[src/rtl/core/parallel_printer_port_handshake_macros.svh]
// Assertion macros shared by the printer-port handshake RTL.
// Each macro expects i_clk and i_rst_n in scope of the module that uses it.
`ifndef PARALLEL_PRINTER_PORT_HANDSHAKE_MACROS_SVH
`define PARALLEL_PRINTER_PORT_HANDSHAKE_MACROS_SVH

// Same-cycle implication, held off while reset is asserted.
`define PPPH_ASSERT_NOW(lbl, ante, cons, msg) \
    lbl: assert property (@(posedge i_clk) disable iff (!i_rst_n) (ante) |-> (cons)) \
        else $error(msg);

// Next-cycle implication, held off while reset is asserted.
`define PPPH_ASSERT_NEXT(lbl, ante, cons, msg) \
    lbl: assert property (@(posedge i_clk) disable iff (!i_rst_n) (ante) |=> (cons)) \
        else $error(msg);

`endif

[src/rtl/core/ppph_pkg.sv]
// Package for the printer-port handshake: codes, result types, reset values
// and status formatting. No dependencies.
`timescale 1ns / 1ps
`default_nettype none

package ppph_pkg;

    typedef enum logic [1:0] {
        REQ_WRITE  = 2'd0,
        REQ_INIT   = 2'd1,
        REQ_STATUS = 2'd2,
        REQ_TICK   = 2'd3
    } t_req;

    typedef enum logic [1:0] {
        KIND_DATA    = 2'd0,
        KIND_CTRL    = 2'd1,
        KIND_STATUS  = 2'd2,
        KIND_IGNORED = 2'd3
    } t_kind;

    typedef enum logic [1:0] {
        PH_IDLE  = 2'd0,
        PH_WRITE = 2'd1,
        PH_INIT  = 2'd2
    } t_phase;

    localparam logic [1:0] CFG_PORT_PRESENT = 2'd0;
    localparam logic [1:0] CFG_POLL_LIMIT   = 2'd1;
    localparam logic [1:0] CFG_INIT_DELAY   = 2'd2;

    localparam logic [3:0]  RST_PORT_PRESENT = 4'd1;
    localparam logic [15:0] RST_POLL_LIMIT   = 16'd32000;
    localparam logic [15:0] RST_INIT_DELAY   = 16'd1500;

    localparam logic [7:0] CTRL_STROBE_ON = 8'h0D;
    localparam logic [7:0] CTRL_IDLE      = 8'h0C;
    localparam logic [7:0] CTRL_INIT      = 8'h08;

    localparam int MAX_RESULTS = 4;

    typedef struct packed {
        t_kind       kind;
        logic [1:0]  port;
        logic [7:0]  value;
    } t_result;

    typedef struct packed {
        logic [2:0]                    count;
        t_result [MAX_RESULTS-1:0]     res;
    } t_bundle;

    function automatic logic [7:0] fmt_status(input logic [7:0] s);
        return (s & 8'hF8) ^ 8'h48;
    endfunction

    function automatic logic [7:0] fmt_timeout(input logic [7:0] s);
        return ((s & 8'hF8) | 8'h01) ^ 8'h48;
    endfunction

endpackage

`default_nettype wire

[src/rtl/core/ppph_engine.sv]
// Handshake state machine: turns one accepted item into a bundle of up to
// four results and advances phase, poll/wait count and active port. Uses ppph_pkg.
`timescale 1ns / 1ps
`default_nettype none

module ppph_engine
    import ppph_pkg::*;
(
    input  wire logic        i_clk,
    input  wire logic        i_rst_n,
    input  wire logic        i_accept,
    input  wire t_req        i_req,
    input  wire logic [2:0]  i_port,
    input  wire logic [7:0]  i_data,
    input  wire logic [7:0]  i_sample,
    input  wire logic [3:0]  i_port_present,
    input  wire logic [15:0] i_poll_limit,
    input  wire logic [15:0] i_init_delay,
    output t_bundle          o_bundle
);

    t_phase      r_phase, n_phase;
    logic [15:0] r_wait_count, n_wait_count;
    logic [1:0]  r_active_port, n_active_port;

    logic [15:0] w_limit;
    logic [15:0] w_delay;
    logic [15:0] w_poll_next;
    logic [15:0] w_init_next;
    logic        w_ready_bit;
    logic        w_port_ok;
    t_result     w_ignored;

    assign w_limit     = (i_poll_limit == '0) ? 16'd1 : i_poll_limit;
    assign w_delay     = (i_init_delay == '0) ? 16'd1 : i_init_delay;
    assign w_poll_next = r_wait_count + 16'd1;
    assign w_init_next = (r_wait_count != '0) ? r_wait_count - 16'd1 : '0;
    assign w_ready_bit = i_sample[7];
    assign w_port_ok   = !i_port[2] && i_port_present[i_port[1:0]];
    assign w_ignored   = '{kind: KIND_IGNORED, port: i_port[1:0], value: 8'h00};

    always_ff @(posedge i_clk) begin
        if (!i_rst_n) begin
            r_phase       <= PH_IDLE;
            r_wait_count  <= '0;
            r_active_port <= '0;
        end else if (i_accept) begin
            r_phase       <= n_phase;
            r_wait_count  <= n_wait_count;
            r_active_port <= n_active_port;
        end
    end

    always_comb begin
        n_phase       = r_phase;
        n_wait_count  = r_wait_count;
        n_active_port = r_active_port;
        o_bundle      = '0;
        unique case (r_phase)
            PH_WRITE: begin
                if (i_req == REQ_TICK) begin
                    if (w_ready_bit) begin
                        // strobe pulse then status reply
                        o_bundle.count  = 3'd3;
                        o_bundle.res[0] = '{KIND_CTRL, r_active_port, CTRL_STROBE_ON};
                        o_bundle.res[1] = '{KIND_CTRL, r_active_port, CTRL_IDLE};
                        o_bundle.res[2] = '{KIND_STATUS, r_active_port,
                                            fmt_status(i_sample)};
                        n_phase      = PH_IDLE;
                        n_wait_count = '0;
                    end else if (w_poll_next >= w_limit) begin
                        o_bundle.count  = 3'd1;
                        o_bundle.res[0] = '{KIND_STATUS, r_active_port,
                                            fmt_timeout(i_sample)};
                        n_phase      = PH_IDLE;
                        n_wait_count = '0;
                    end else begin
                        n_wait_count = w_poll_next;
                    end
                end else begin
                    o_bundle.count  = 3'd1;
                    o_bundle.res[0] = w_ignored;
                end
            end
            PH_INIT: begin
                if (i_req == REQ_TICK) begin
                    n_wait_count = w_init_next;
                    if (w_init_next == '0) begin
                        o_bundle.count  = 3'd2;
                        o_bundle.res[0] = '{KIND_CTRL, r_active_port, CTRL_IDLE};
                        o_bundle.res[1] = '{KIND_STATUS, r_active_port,
                                            fmt_status(i_sample)};
                        n_phase = PH_IDLE;
                    end
                end else begin
                    o_bundle.count  = 3'd1;
                    o_bundle.res[0] = w_ignored;
                end
            end
            default: begin
                // idle, and the unused phase code behaves as idle
                if (i_req == REQ_TICK) begin
                    o_bundle.count = 3'd0;
                end else if (!w_port_ok) begin
                    o_bundle.count  = 3'd1;
                    o_bundle.res[0] = w_ignored;
                end else begin
                    n_active_port = i_port[1:0];
                    unique case (i_req)
                        REQ_WRITE: begin
                            // the request's own sample is the first poll
                            o_bundle.res[0] = '{KIND_DATA, i_port[1:0], i_data};
                            if (w_ready_bit) begin
                                o_bundle.count  = 3'd4;
                                o_bundle.res[1] = '{KIND_CTRL, i_port[1:0],
                                                    CTRL_STROBE_ON};
                                o_bundle.res[2] = '{KIND_CTRL, i_port[1:0], CTRL_IDLE};
                                o_bundle.res[3] = '{KIND_STATUS, i_port[1:0],
                                                    fmt_status(i_sample)};
                                n_phase      = PH_IDLE;
                                n_wait_count = '0;
                            end else if (16'd1 >= w_limit) begin
                                o_bundle.count  = 3'd2;
                                o_bundle.res[1] = '{KIND_STATUS, i_port[1:0],
                                                    fmt_timeout(i_sample)};
                                n_phase      = PH_IDLE;
                                n_wait_count = '0;
                            end else begin
                                o_bundle.count = 3'd1;
                                n_phase        = PH_WRITE;
                                n_wait_count   = 16'd1;
                            end
                        end
                        REQ_INIT: begin
                            o_bundle.count  = 3'd1;
                            o_bundle.res[0] = '{KIND_CTRL, i_port[1:0], CTRL_INIT};
                            n_phase         = PH_INIT;
                            n_wait_count    = w_delay;
                        end
                        default: begin
                            o_bundle.count  = 3'd1;
                            o_bundle.res[0] = '{KIND_STATUS, i_port[1:0],
                                                fmt_status(i_sample)};
                        end
                    endcase
                end
            end
        endcase
    end

endmodule

`default_nettype wire

[src/rtl/core/parallel_printer_port_handshake.sv]
// Printer-port handshake controller, top level: stream ports, configuration
// registers and result buffer. Uses ppph_pkg, ppph_engine and the macro header.
`timescale 1ns / 1ps
`default_nettype none

`include "parallel_printer_port_handshake_macros.svh"

// One input transaction is taken per clock whenever the result buffer is empty
// or its last result leaves in the same cycle; the item is decoded in a single
// combinational pass into one to four results (or none for a quiet tick) and
// those are loaded into the result buffer at the same edge. Results then leave
// one per cycle while m_axis_tready is high, the last one of an item flagged by
// tlast; items with zero or one result stream at one per clock under that same
// condition, while more results hold the next item off until the last leaves. The
// result buffer drain alone sets the rate. Configuration writes are always taken
// (o_cfg_ready is tied high) and should only be issued while idle.
module parallel_printer_port_handshake
    import ppph_pkg::*;
(
    input  wire logic        i_clk,
    input  wire logic        i_rst_n,
    // input item stream
    input  wire logic        s_axis_tvalid,
    output logic             s_axis_tready,
    input  wire logic [23:0] s_axis_tdata,   // port_index[2:0], data_byte[10:3],
                                             // status_sample[18:11], zero pad
    input  wire logic [1:0]  s_axis_tuser,   // req_type[1:0]
    // result stream
    output logic             m_axis_tvalid,
    input  wire logic        m_axis_tready,
    output logic [15:0]      m_axis_tdata,   // out_port[1:0], out_value[9:2], zero pad
    output logic [1:0]       m_axis_tuser,   // out_kind[1:0]
    output logic             m_axis_tlast,
    // configuration writes
    input  wire logic        i_cfg_valid,
    output logic             o_cfg_ready,
    input  wire logic [1:0]  i_cfg_index,
    input  wire logic [15:0] i_cfg_data
);

    logic [3:0]  r_port_present;
    logic [15:0] r_poll_limit;
    logic [15:0] r_init_delay;

    // result buffer: one decoded bundle, drained one result per transaction
    t_result [MAX_RESULTS-1:0] r_res;
    logic [2:0]                r_cnt;
    logic [1:0]                r_idx;

    t_bundle w_bundle;
    logic    w_s_accept;
    logic    w_m_accept;
    logic    w_last;
    t_result w_head;

    assign o_cfg_ready = 1'b1;

    // Hold configuration; writes beyond the register list are dropped.
    always_ff @(posedge i_clk) begin
        if (!i_rst_n) begin
            r_port_present <= RST_PORT_PRESENT;
            r_poll_limit   <= RST_POLL_LIMIT;
            r_init_delay   <= RST_INIT_DELAY;
        end else if (i_cfg_valid && o_cfg_ready) begin
            unique case (i_cfg_index)
                CFG_PORT_PRESENT: r_port_present <= i_cfg_data[3:0];
                CFG_POLL_LIMIT:   r_poll_limit   <= i_cfg_data;
                CFG_INIT_DELAY:   r_init_delay   <= i_cfg_data;
                default:          ;
            endcase
        end
    end

    ppph_engine u_engine (
        .i_clk          (i_clk),
        .i_rst_n        (i_rst_n),
        .i_accept       (w_s_accept),
        .i_req          (t_req'(s_axis_tuser)),
        .i_port         (s_axis_tdata[2:0]),
        .i_data         (s_axis_tdata[10:3]),
        .i_sample       (s_axis_tdata[18:11]),
        .i_port_present (r_port_present),
        .i_poll_limit   (r_poll_limit),
        .i_init_delay   (r_init_delay),
        .o_bundle       (w_bundle)
    );

    // Head of the buffer is the current result; tlast marks its final entry.
    assign w_head        = r_res[r_idx];
    assign w_last        = (({1'b0, r_idx} + 3'd1) == r_cnt);
    assign m_axis_tvalid = (r_cnt != '0);
    assign m_axis_tdata  = {6'd0, w_head.value, w_head.port};
    assign m_axis_tuser  = w_head.kind;
    assign m_axis_tlast  = w_last;

    assign w_m_accept    = m_axis_tvalid && m_axis_tready;
    // Take a new item when the buffer is empty or is emptied this cycle.
    assign s_axis_tready = (r_cnt == '0) || (m_axis_tready && w_last);
    assign w_s_accept    = s_axis_tvalid && s_axis_tready;

    always_ff @(posedge i_clk) begin
        if (!i_rst_n) begin
            r_cnt <= '0;
            r_idx <= '0;
        end else if (w_s_accept) begin
            r_cnt <= w_bundle.count;
            r_idx <= '0;
        end else if (w_m_accept) begin
            if (w_last) begin
                r_cnt <= '0;
                r_idx <= '0;
            end else begin
                r_idx <= r_idx + 2'd1;
            end
        end
    end

    always_ff @(posedge i_clk) begin
        if (w_s_accept) begin
            r_res <= w_bundle.res;
        end
    end

    // An item may only enter over a pending result when that result closes its bundle.
    `PPPH_ASSERT_NOW(a_enter_on_drain, s_axis_tready && m_axis_tvalid,
        m_axis_tlast && m_axis_tready, "input taken while results still pending")
    // A bundle never holds more results than an item can produce.
    `PPPH_ASSERT_NOW(a_count_bound, 1'b1, r_cnt <= 3'd4, "result count out of range")
    // A result that is not the last one is always followed by another.
    `PPPH_ASSERT_NEXT(a_bundle_continues, w_m_accept && !m_axis_tlast,
        m_axis_tvalid, "bundle ended before its last result")
    // After the last result with no new item, the output falls idle.
    `PPPH_ASSERT_NEXT(a_idle_after_last, w_m_accept && m_axis_tlast && !w_s_accept,
        !m_axis_tvalid, "result shown after bundle was drained")

endmodule

`default_nettype wire
[config.mk]
export PLATFORM = sky130hd
export DESIGN_NAME = parallel_printer_port_handshake
export DESIGN_NICKNAME = d
export VERILOG_FILES = /design/src/rtl/core/ppph_pkg.sv /design/src/rtl/core/ppph_engine.sv /design/src/rtl/core/parallel_printer_port_handshake.sv
export VERILOG_INCLUDE_DIRS = /design/src /design/src/rtl/core
export SDC_FILE = /design/constraint.sdc
export NUM_CORES = 1
export LEC_CHECK = 0
export ABC_AREA = 0
export BUFFER_PORTS_ARGS = -buffer_cell sky130_fd_sc_hd__clkbuf_2
export CAP_MARGIN = 5
export CORE_ASPECT_RATIO = 0.8
export CORE_MARGIN = 2
export CORE_UTILIZATION = 60
export CTS_BUF_LIST = sky130_fd_sc_hd__clkbuf_4 sky130_fd_sc_hd__clkbuf_8
export CTS_CLUSTER_DIAMETER = 200
export DETAILED_ROUTE_END_ITERATION = 10
export GPL_ROUTABILITY_DRIVEN = 0
export GPL_TIMING_DRIVEN = 0
export PLACE_DENSITY = 0.85
export SYNTH_ARGS = -nofsm -noshare
export SYNTH_HDL_FRONTEND = slang
export SYNTH_SLANG_ARGS = --single-unit
[constraint.sdc]
create_clock -name i_clk -period 6.6 [get_ports i_clk]
set_input_delay 0.66 -clock i_clk [delete_from_list [all_inputs] [get_ports i_clk]]
set_output_delay 0.66 -clock i_clk [all_outputs]
set_load 0.05 [all_outputs]
==> Word-level counts from Yosys, hierarchy flattened <==
Index checks and enable logic that the tools add are counted.
{ "totals": {"regBits": 109, "inputBits": 49, "output_inout_bits": 22, "wordCells": 138} }
{ "classes": {"add_sub_neg": 4, "order_cmp": 4, "eq_ne": 12, "n_mux": 61, "bitwise": 7, "reduce_logical": 29} }
{ "ops": {"columns": ["op", "n"], "rows": [
  ["two-way mux 16 bit", 10],
  ["two-way mux 24 bit", 6],
  ["two-way mux 12 bit", 9],
  ["one-hot mux 16 bit (2 select lines)", 2],
  ["zero test 16 bit", 3],
  ["one-hot mux 12 bit (2 select lines)", 2],
  ["one-hot mux 24 bit (2 select lines)", 1],
  ["two-way mux 36 bit", 1],
  ["two-way mux 3 bit", 9],
  ["binary-select mux 12 bit (select 2 bit)", 1],
  ["two-way mux 2 bit", 12],
  ["adder 16 x 1 -> 16 bit (second input constant)", 1],
  [">= comparator 1 x 16 -> 1 bit (first input constant)", 1],
  [">= comparator 16 bit", 1],
  ["nonzero test 16 bit", 1],
  ["subtractor 16 x 1 -> 16 bit (second input constant)", 1],
  ["one-hot mux 2 bit (2 select lines)", 2],
  ["AND reduction 2 bit", 4],
  ["AND reduction 8 bit", 1],
  ["equality test 2 x 1 -> 1 bit (second input constant)", 3],
  ["equality test 2 bit (second input constant)", 3],
  ["less-than comparator 2 x 3 -> 1 bit (second input constant)", 2],
  ["inequality test 2 x 1 -> 1 bit (second input constant)", 3],
  ["inverter 1 bit", 6],
  ["other kinds (22)", 32]
]} }

==> Logic depth before layout (Yosys ltp) <==
Gate-level depths: netlist (run 1).
{ "depth": {"depth_word": 10, "mapped_depth": 16, "depth_no_buf": 14} }

==> Cells and area by module <==
From an unflattened synthesis (run 1), not the netlist that was laid out.
{ "hier_totals": {"hier_cells": 683, "hier_area_um2": 6326.1} }
{ "modules_own_cells": {"columns": ["mod", "instances", "cells_per_inst", "area_per_inst_um2", "seq_area_each_um2"], "rows": [
  ["parallel_printer_port_handshake", 1, 261, 3354.5, 2262.2],
  ["ppph_engine", 1, 422, 2971.6, 400.4]
]} }

==> Worst setup path after synthesis (run 1) <==
OpenSTA, ideal clock, no wires.
{ "synth_path": {"path_type": "flip-flop to flip-flop", "from": "reg r_idx[1]", "to": "reg u_engine.r_phase[0]", "setup_ns": 0.128, "t_arrival_ns": 4.255, "required_ns": 6.472, "slack_ns": 2.217, "stages_incl_launch_ff": 14, "path_buffers": 2, "synth_period_minus_slack_ns": 4.383, "path_cell_list": "dfxtp_1 > ha_1 > xor2_1 > nor3_1 > nand2_1 > and2_1 > inv_1 > and2_1 > buf_2 > nor2b_1 > buf_2 > o21a_1 > o211ai_1 > mux2i_1"} }
{ "synth_via": {"elab_chain_cells": 6} }
{ "synth_lines": {"columns": ["item", "line_no", "rtl"], "rows": [
  ["start, declared", "parallel_printer_port_handshake.sv:48", "logic [1:0] r_idx;"],
  ["start signal, assigned", "parallel_printer_port_handshake.sv:113", "r_idx <= r_idx + 2'd1;"],
  ["adder 2 x 1 -> 3 bit", "parallel_printer_port_handshake.sv:90", "assign w_last = (({1'b0, r_idx} + 3'd1) == r_cnt);"],
  ["equality test 3 bit", "parallel_printer_port_handshake.sv:90", null],
  ["net m_axis_tlast", "parallel_printer_port_handshake.sv:33", "output logic m_axis_tlast,"],
  ["logical AND 1 bit", "parallel_printer_port_handshake.sv:98", "assign s_axis_tready = (r_cnt == '0) || (m_axis_tready && w_last);"],
  ["logical OR 1 bit", "parallel_printer_port_handshake.sv:98", null],
  ["net s_axis_tready", "parallel_printer_port_handshake.sv:24", "output logic s_axis_tready,"],
  ["logical AND 1 bit", "parallel_printer_port_handshake.sv:99", "assign w_s_accept = s_axis_tvalid && s_axis_tready;"],
  ["net u_engine.i_accept", "ppph_engine.sv:11", "input wire logic i_accept,"],
  ["AND reduction 8 bit (no source line)", null, null],
  ["end signal, assigned", "ppph_engine.sv:48", "r_phase <= n_phase;"],
  ["end, declared", "ppph_engine.sv:22", "t_phase r_phase, n_phase;"]
]} }
The timed path passes the listed nets, and every way through them passes these cells.
A chain may end at the register's enable or synchronous reset.

==> qor.csv, run 1 <==
stage,metric,value,unit
global_routing,largest net degree at the start of global routing,44,
critical_path,worst path required time,6.73,ns
power,Design Power,1347,uW
global_routing,number of antenna violations at the first check in global routing,0,
yosys,list of most frequent post-synthesis cells,"sky130_fd_sc_hd__nand2_1, sky130_fd_sc_hd__dfxtp_1, sky130_fd_sc_hd__clkbuf_1",
yosys,Synth Area per Inst,8.788,um^2
yosys,commonest register cell after synthesis,sky130_fd_sc_hd__dfxtp_1,
cells_and_area,share of post-route cells with drive strength above 1,13.84,%
clock_tree,H-tree levels,3,
power,relative contribution of the clock network to total power,31.2,%
die,die area,0.01064,mm^2
cells_and_area,# fillers,771,
global_routing,wire length of the first global-routing pass,25850,um
critical_path,source of the worst register-to-register timing path,u_engine.r_wait_count[2],
yosys,Post-synth EDFFs,37,
yosys,library cell with the largest summed area after synthesis,sky130_fd_sc_hd__dfxtp_1,
die,number of top-level pins,71,
critical_path,arrival time reported for the critical path endpoint,4.70,ns
critical_path,R2R depth,15,
power,highest ir drop seen on vdd,0.09834,mV
clock_tree,worst-skew pair later-pin latency,0.39,ns
clock_tree,hold buffer count at cts,0,
yosys,unique cell type count in the Yosys netlist,63,
critical_path,critical path peak fanout,10,
cells_and_area,diode count,0,
hold_path,Hold Path Origin,r_port_present[0],
cells_and_area,number of nets in the layout,809,
die,effective utilization at floorplan,61.37,%
sta,endpoints failing setup,0,
die,die extent in y,92.67,um
yosys,cell types occupying the most area after synthesis,"sky130_fd_sc_hd__dfxtp_1, sky130_fd_sc_hd__edfxtp_1, sky130_fd_sc_hd__nand2_1",
power,Power Internal,928.1,uW
sta,Final Hold Violating Endpoints,0,
route,via-per-instance ratio,6.443,
yosys,count of state elements after synthesis,98,
sta,skew final,0.02003,ns
cells_and_area,register area,0.002332,mm^2
clock_tree,"Clk pin slew, worst setup/hold paths",0.11,ns
clock_tree,number of buffers added by the clock tree synthesis step,9,
sta,worst slew pin tran,0.9386,ns
critical_path,Worst R2R End,r_res[6],
clock_tree,CTS tree,yes,
route,average wire length per cell after detail routing,19.00,um
route,detailed-router iteration count before antenna repair,6,
hold_path,number of cells traversed by the worst hold path,2,
critical_path,reg-to-reg setup timing slack,2.03,ns
power,logic gate share of total power,18.3,%
clock_tree,setup fix buffers added after clock tree synthesis,0,
place,detailed placer's ending HPWL,12130,um
clock_tree,buffer depth of the longest clock path,2,
power,Switching Share,31.10,%
power,Flop pwr share,50.5,%
yosys,proportion of netlist area held by the largest area contributor,20.71,%
sta,portion of the clock cycle consumed by the worst path in the final layout,69.24,%
yosys,Syn Std Cell Area,0.005897,mm^2
power,power density over the cells,206.2,mW/mm^2
global_routing,global-route congestion overflow total,0,
route,number of nets still failing antenna checks after routing,0,
hold_path,hold path endpoint,r_port_present[0],
sta,post-route setup TNS,0,ns
route,number of remaining DRC errors,0,
yosys,Post-synth ARST share,0,%
global_routing,via count of the first global-routing pass,5117,
die,area of the placeable core,0.009609,mm^2
route,total number of vias,5560,
clock_tree,post-cts repair resize count,0,
power,NetSw,418.9,uW
job,count of maximum capacitance violations,0,
yosys,post-synthesis cell count,671,
critical_path,kind of launch point of the worst setup path,flip-flop,
power,leak pwr,0.002635,uW
route,number of DRC violations after detailed-routing iteration 0,897,
outcome,result of the run,"complete, no violations",
clock_tree,number of clock sinks seen by CTS,98,
clock_tree,Clock Tree Root,sky130_fd_sc_hd__clkbuf_8,
sta,Slew Limit Fails,0,
sta,unrepaired setup endpoints after global routing,no,
critical_path,kind of critical path,reg2reg,
yosys,share of the yosys chip area belonging to registers,39.55,%
sta,Max transition margin,37.42,%
yosys,Synthesis Warnings,0,
die,die width,114.8,um
cells_and_area,final design area excluding fillers,0.006531,mm^2
critical_path,CP Capture Type,flip-flop,
global_routing,total routing usage reported by global routing,31.44,%
route,routed wire length,16390,um
yosys,most common cell in the synthesized netlist,sky130_fd_sc_hd__nand2_1,
place,count of input and output buffers,52,
hold_path,worst hold path type,reg2reg,
place,post-detailed-placement cell area,0.006325,mm^2
cells_and_area,area delta synth->final,10.76,%
die,standard-cell row count,32,
cells_and_area,area of the multi-input gates,0.003223,mm^2
sta,Max Clock Freq,0.2188,GHz
sta,post-layout min period,4.570,ns
-- worst max-delay path, cell delays in order (launching register included) --
cell	delay (ns)
sky130_fd_sc_hd__dfxtp_1	0.42
sky130_fd_sc_hd__clkbuf_1	0.37
sky130_fd_sc_hd__and3_1	0.23
sky130_fd_sc_hd__nand3_1	0.22
sky130_fd_sc_hd__or3_1	0.43
sky130_fd_sc_hd__clkbuf_1	0.20
sky130_fd_sc_hd__nor2_1	0.17
sky130_fd_sc_hd__xor2_1	0.24
sky130_fd_sc_hd__ha_1	0.30
sky130_fd_sc_hd__a21oi_1	0.28
sky130_fd_sc_hd__o31a_1	0.19
sky130_fd_sc_hd__a31oi_1	0.05
sky130_fd_sc_hd__a21oi_1	0.60
sky130_fd_sc_hd__nor3b_1	0.12
sky130_fd_sc_hd__o21a_1	0.28
sky130_fd_sc_hd__a22o_1	0.21
-- stage by stage --
| step | hold slack, ns | cells | util [%] | setup slack [ns] |
|---|---|---|---|---|
| global route | 0.5023 | 863 | 67.97 | 1.791 |
| finish | 0.4876 | 863 | 67.97 | 2.030 |
| detailed placement | 0.4637 | 847 | 65.82 | 2.235 |
| global placement | 0.4614 | 847 | 65.82 | 2.352 |
| CTS | 0.4887 | 863 | 67.97 | 2.195 |
| floorplan | 0.4365 | 676 | - | 2.217 |
-- worst max-delay path by stage --
stage / endpoint / startpoint / slack [ns]
2_1_floorplan: u_engine.r_phase[0] / r_idx[1] / 2.22
3_3_place_gp: r_res[5] / u_engine.r_wait_count[2] / 2.35
3_5_place_dp: r_res[6] / u_engine.r_wait_count[2] / 2.23
4_1_cts: r_res[4] / u_engine.r_wait_count[2] / 2.20
5_1_grt: r_res[6] / u_engine.r_wait_count[2] / 1.79
6_report: r_res[6] / u_engine.r_wait_count[2] / 2.03
-- power groups by stage --
stage / sequential [uW] / combinational, uW / clock [uW]
detailed placement: 692 / 241 / 0
floorplan: 685 / 180 / 0
CTS: 679 / 242 / 422
global route: 683 / 264 / 447
finish: 680 / 246 / 421
global placement: 691 / 235 / 0
-- metal layers --
| layer | vias to the layer above | GRT usage, % | wire length (um) |
|---|---|---|---|
| met1 | 2640 | 45.33 | 6824 |
| met3 | 44 | 7.330 | 1942 |
| met5 | - | 0 | 0 |
| met4 | 0 | 8.534 | 371 |
| met2 | 365 | 47.50 | 7254 |
| li1 | 2511 | - | - |
-- registers in the layout (all words and copies together) (netlist names) --
register and count:
r_cnt 3, r_idx 2, r_init_delay 16, r_poll_limit 16, r_port_present 4, r_res 37, u_engine.r_active_port 2, u_engine.r_phase 2
u_engine.r_wait_count 16
-- logic make-up after synthesis --
kind of cell,after synthesis,share of synthesized area [%]
other,2,0.1274
AND/OR/NAND/NOR,288,24.38
adder cells (fa/ha/maj),21,4.456
buffers and inverters,83,6.111
AO/OA/AOI/OAI,130,15.72
multiplexers,22,5.644
flip-flops,98,39.55
XOR/XNOR,27,4.010
-- layout by cell type (no fill, tap or decap), drive strengths merged, types with 12 or more instances in the layout --
cell	synthesis	routed
ha	21	21
o211ai	13	13
buf	16	16
and2	17	17
a21oi	21	21
nand2	117	117
nand4	14	14
nand3	23	23
mux2i	13	13
xor2	12	12
xnor2	15	15
edfxtp	37	37
clkbuf	39	100
nor4	12	12
o21ai	20	20
dfxtp	61	61
inv	28	33
nand2b	12	12
nor2	38	38
nor2b	12	12
a21boi	21	21
-- layout make-up --
cell class,instances,area share [%]
tap,119,2.280
clock buffer,9,1.897
timing repair buffer,52,3.985
buffer,55,3.908
inverter,28,1.609
clock inverter,7,1.264
sequential,98,35.71
multi-input combinational,495,49.35
(Power assumes the default switching activity.)
==> run 2, diff against run 1 <==
CORE_UTILIZATION = 55   (was 60)
PLACE_DENSITY = 0.82   (was 0.85)
clock period = 4 ns   (was 6.6 ns; I/O delays follow)
==> run 2 against run 1 <==
Via count is 1.4% lower. Setup slack worse by 1.9 ns. Combinational power is 65% higher. Core utilization is 4.5 points lower. Wire length is 0.33% higher. Register-to-register slack worse by 1.9 ns. Total power is 61% higher. Critical path type unchanged. Largest power group unchanged. Highest routed layer unchanged.
==> qor.csv, run 2 (synthesis results as in run 1) <==
stage,metric,value,unit
sta,post-route setup TNS,0,ns
clock_tree,number of clock sinks seen by CTS,98,
place,placed cell count,868,
clock_tree,buffer depth of the longest clock path,2,
critical_path,worst path cell trace,"buf_2, nand3_2, or3_1, clkbuf_1, nor2_1, xor2_1, ha_1, a21oi_1, o31a_1, a31oi_1, a211oi_2, buf_2, nand2_1, a21o_1, o211ai_1",
critical_path,CP Capture Type,flip-flop,
global_routing,total routing usage reported by global routing,29.19,%
cells_and_area,diode count,0,
clock_tree,"Clk pin slew, worst setup/hold paths",0.11,ns
die,die width,119.8,um
die,die extent in y,96.62,um
cells_and_area,share of post-route cells with drive strength above 1,15.79,%
global_routing,global-route congestion overflow total,0,
die,effective utilization at floorplan,56.90,%
global_routing,number of antenna violations at the first check in global routing,0,
die,number of top-level pins,71,
global_routing,wire length of the first global-routing pass,26880,um
critical_path,kind of launch point of the worst setup path,flip-flop,
route,average wire length per cell after detail routing,18.67,um
clock_tree,number of buffers added by the clock tree synthesis step,9,
job,count of maximum capacitance violations,0,
route,total number of vias,5481,
sta,Slew Limit Fails,0,
route,number of DRC violations after detailed-routing iteration 0,756,
die,die area,0.01157,mm^2
route,number of remaining DRC errors,0,
critical_path,Critical Path Slowest Stage Cell,sky130_fd_sc_hd__dfxtp_1,
cells_and_area,number of flip-flops under the largest register name,37,
clock_tree,worst-skew pair later-pin latency,0.38,ns
power,leak pwr,0.002636,uW
power,highest ir drop seen on vdd,0.1801,mV
die,area of the placeable core,0.01036,mm^2
route,via-per-instance ratio,6.221,
sta,unrepaired setup endpoints after global routing,yes,
cells_and_area,register bank with the most flops,r_res,
critical_path,critical path peak fanout,10,
clock_tree,H-tree levels,3,
sta,Max Clock Freq,0.2608,GHz
sta,portion of the clock cycle consumed by the worst path in the final layout,95.85,%
cells_and_area,area delta synth->final,11.46,%
clock_tree,hold buffer count at cts,0,
sta,endpoints failing setup,0,
critical_path,kind of critical path,reg2reg,
cells_and_area,post-layout instance count excluding filler cells,881,
cells_and_area,highest-count cells in the layout ignoring fill and taps,"sky130_fd_sc_hd__nand2_1, sky130_fd_sc_hd__dfxtp_1, sky130_fd_sc_hd__clkbuf_2, sky130_fd_sc_hd__nor2_1, sky130_fd_sc_hd__edfxtp_1",
power,Design Power,2172,uW
outcome,result of the run,"complete, no violations",
critical_path,arrival time reported for the critical path endpoint,4.15,ns
die,standard-cell row count,33,
power,power density over the cells,330.5,mW/mm^2
cells_and_area,number of nets in the layout,806,
sta,worst slew pin tran,0.9147,ns
place,count of input and output buffers,52,
global_routing,via count of the first global-routing pass,5189,
critical_path,maximum cell stage delay along the critical path,0.44,ns
place,setup slack after placement,-0.3509,ns
critical_path,CP most frequent cell,sky130_fd_sc_hd__buf_2,
sta,skew final,0.02014,ns
sta,"Worst Setup Slack, final",0.1661,ns
route,detailed-router iteration count before antenna repair,5,
cells_and_area,most common library cell in the layout ignoring fill and taps,sky130_fd_sc_hd__nand2_1,
critical_path,worst path required time,4.31,ns
hold_path,worst hold path type,in2reg,
clock_tree,CTS tree,yes,
sta,Final Hold Violating Endpoints,0,
clock_tree,Clock Tree Root,sky130_fd_sc_hd__clkbuf_8,
sta,Max transition margin,39.02,%
place,detailed placer's ending HPWL,12470,um
route,routed wire length,16450,um
sta,post-layout min period,3.834,ns
route,number of nets still failing antenna checks after routing,0,
global_routing,largest net degree at the start of global routing,44,
run 2: worst max-delay path: cells and delay by family (launching register included):
kind                     cells  cell delay [ns]
adder cells (fa/ha/maj)      1             0.29
AND/OR/NAND/NOR              4             0.85
flip-flops                   1             0.44
buffers and inverters        3             0.74
AO/OA/AOI/OAI                6             1.21
XOR/XNOR                     1             0.23
run 2: per-layer routing:
metal / routed length, um / global-route usage (%)
met1: 7074 / 42.46
met4: 262 / 6.335
met2: 7408 / 44.22
met3: 1703 / 7.134
met5: 0 / 0
run 2: timing repair:
| item | CTS | global route |
|---|---|---|
| endpoints found under the setup margin | 26 | 25 |
| pin swaps | 1 | 0 |
| buffers inserted | 2 | 0 |
| hold endpoints to repair | 0 | 0 |
| resized for setup | 4 | 10 |
run 2: final cells by class:
cell class	instances	area, um^2
Inverter	28	105.1
Timing Repair Buffer	54	275.3
Clock buffer	10	137.6
Buffer	50	240.2
Multi-Input combinational cell	495	3252
Clock inverter	6	51.30
Fill cell	856	3791
Sequential cell	98	2336
Tap cell	140	175.2
run 2: through the flow:
stage | utilization (%) | hold slack [ns] | instance area [um^2]
2_1_floorplan | - | 0.4365 | 5921
3_3_place_gp | 61.33 | 0.4583 | 6356
3_5_place_dp | 61.33 | 0.4827 | 6356
4_1_cts | 63.33 | 0.2467 | 6564
5_1_grt | 63.42 | 0.2482 | 6573
6_report | 63.42 | 0.2499 | 6573
run 2: power breakdown:
group	switching (uW)	total, uW	internal [uW]
registers	33.8	1130	1090
clock network	385	640	255
logic	268	406	138
run 2: final timing paths:
kind | start | endpoint | slack, ns | cells after the start
worst max-delay path | u_engine.r_wait_count[0] | u_engine.r_wait_count[10] | 0.17 | 15
worst min-delay path | i_cfg_data[7] | r_init_delay[7] | 0.25 | 3
worst max register to register | u_engine.r_wait_count[0] | u_engine.r_wait_count[10] | 0.17 | 15
worst min register to register | u_engine.r_phase[1] | u_engine.r_phase[1] | 0.49 | 2
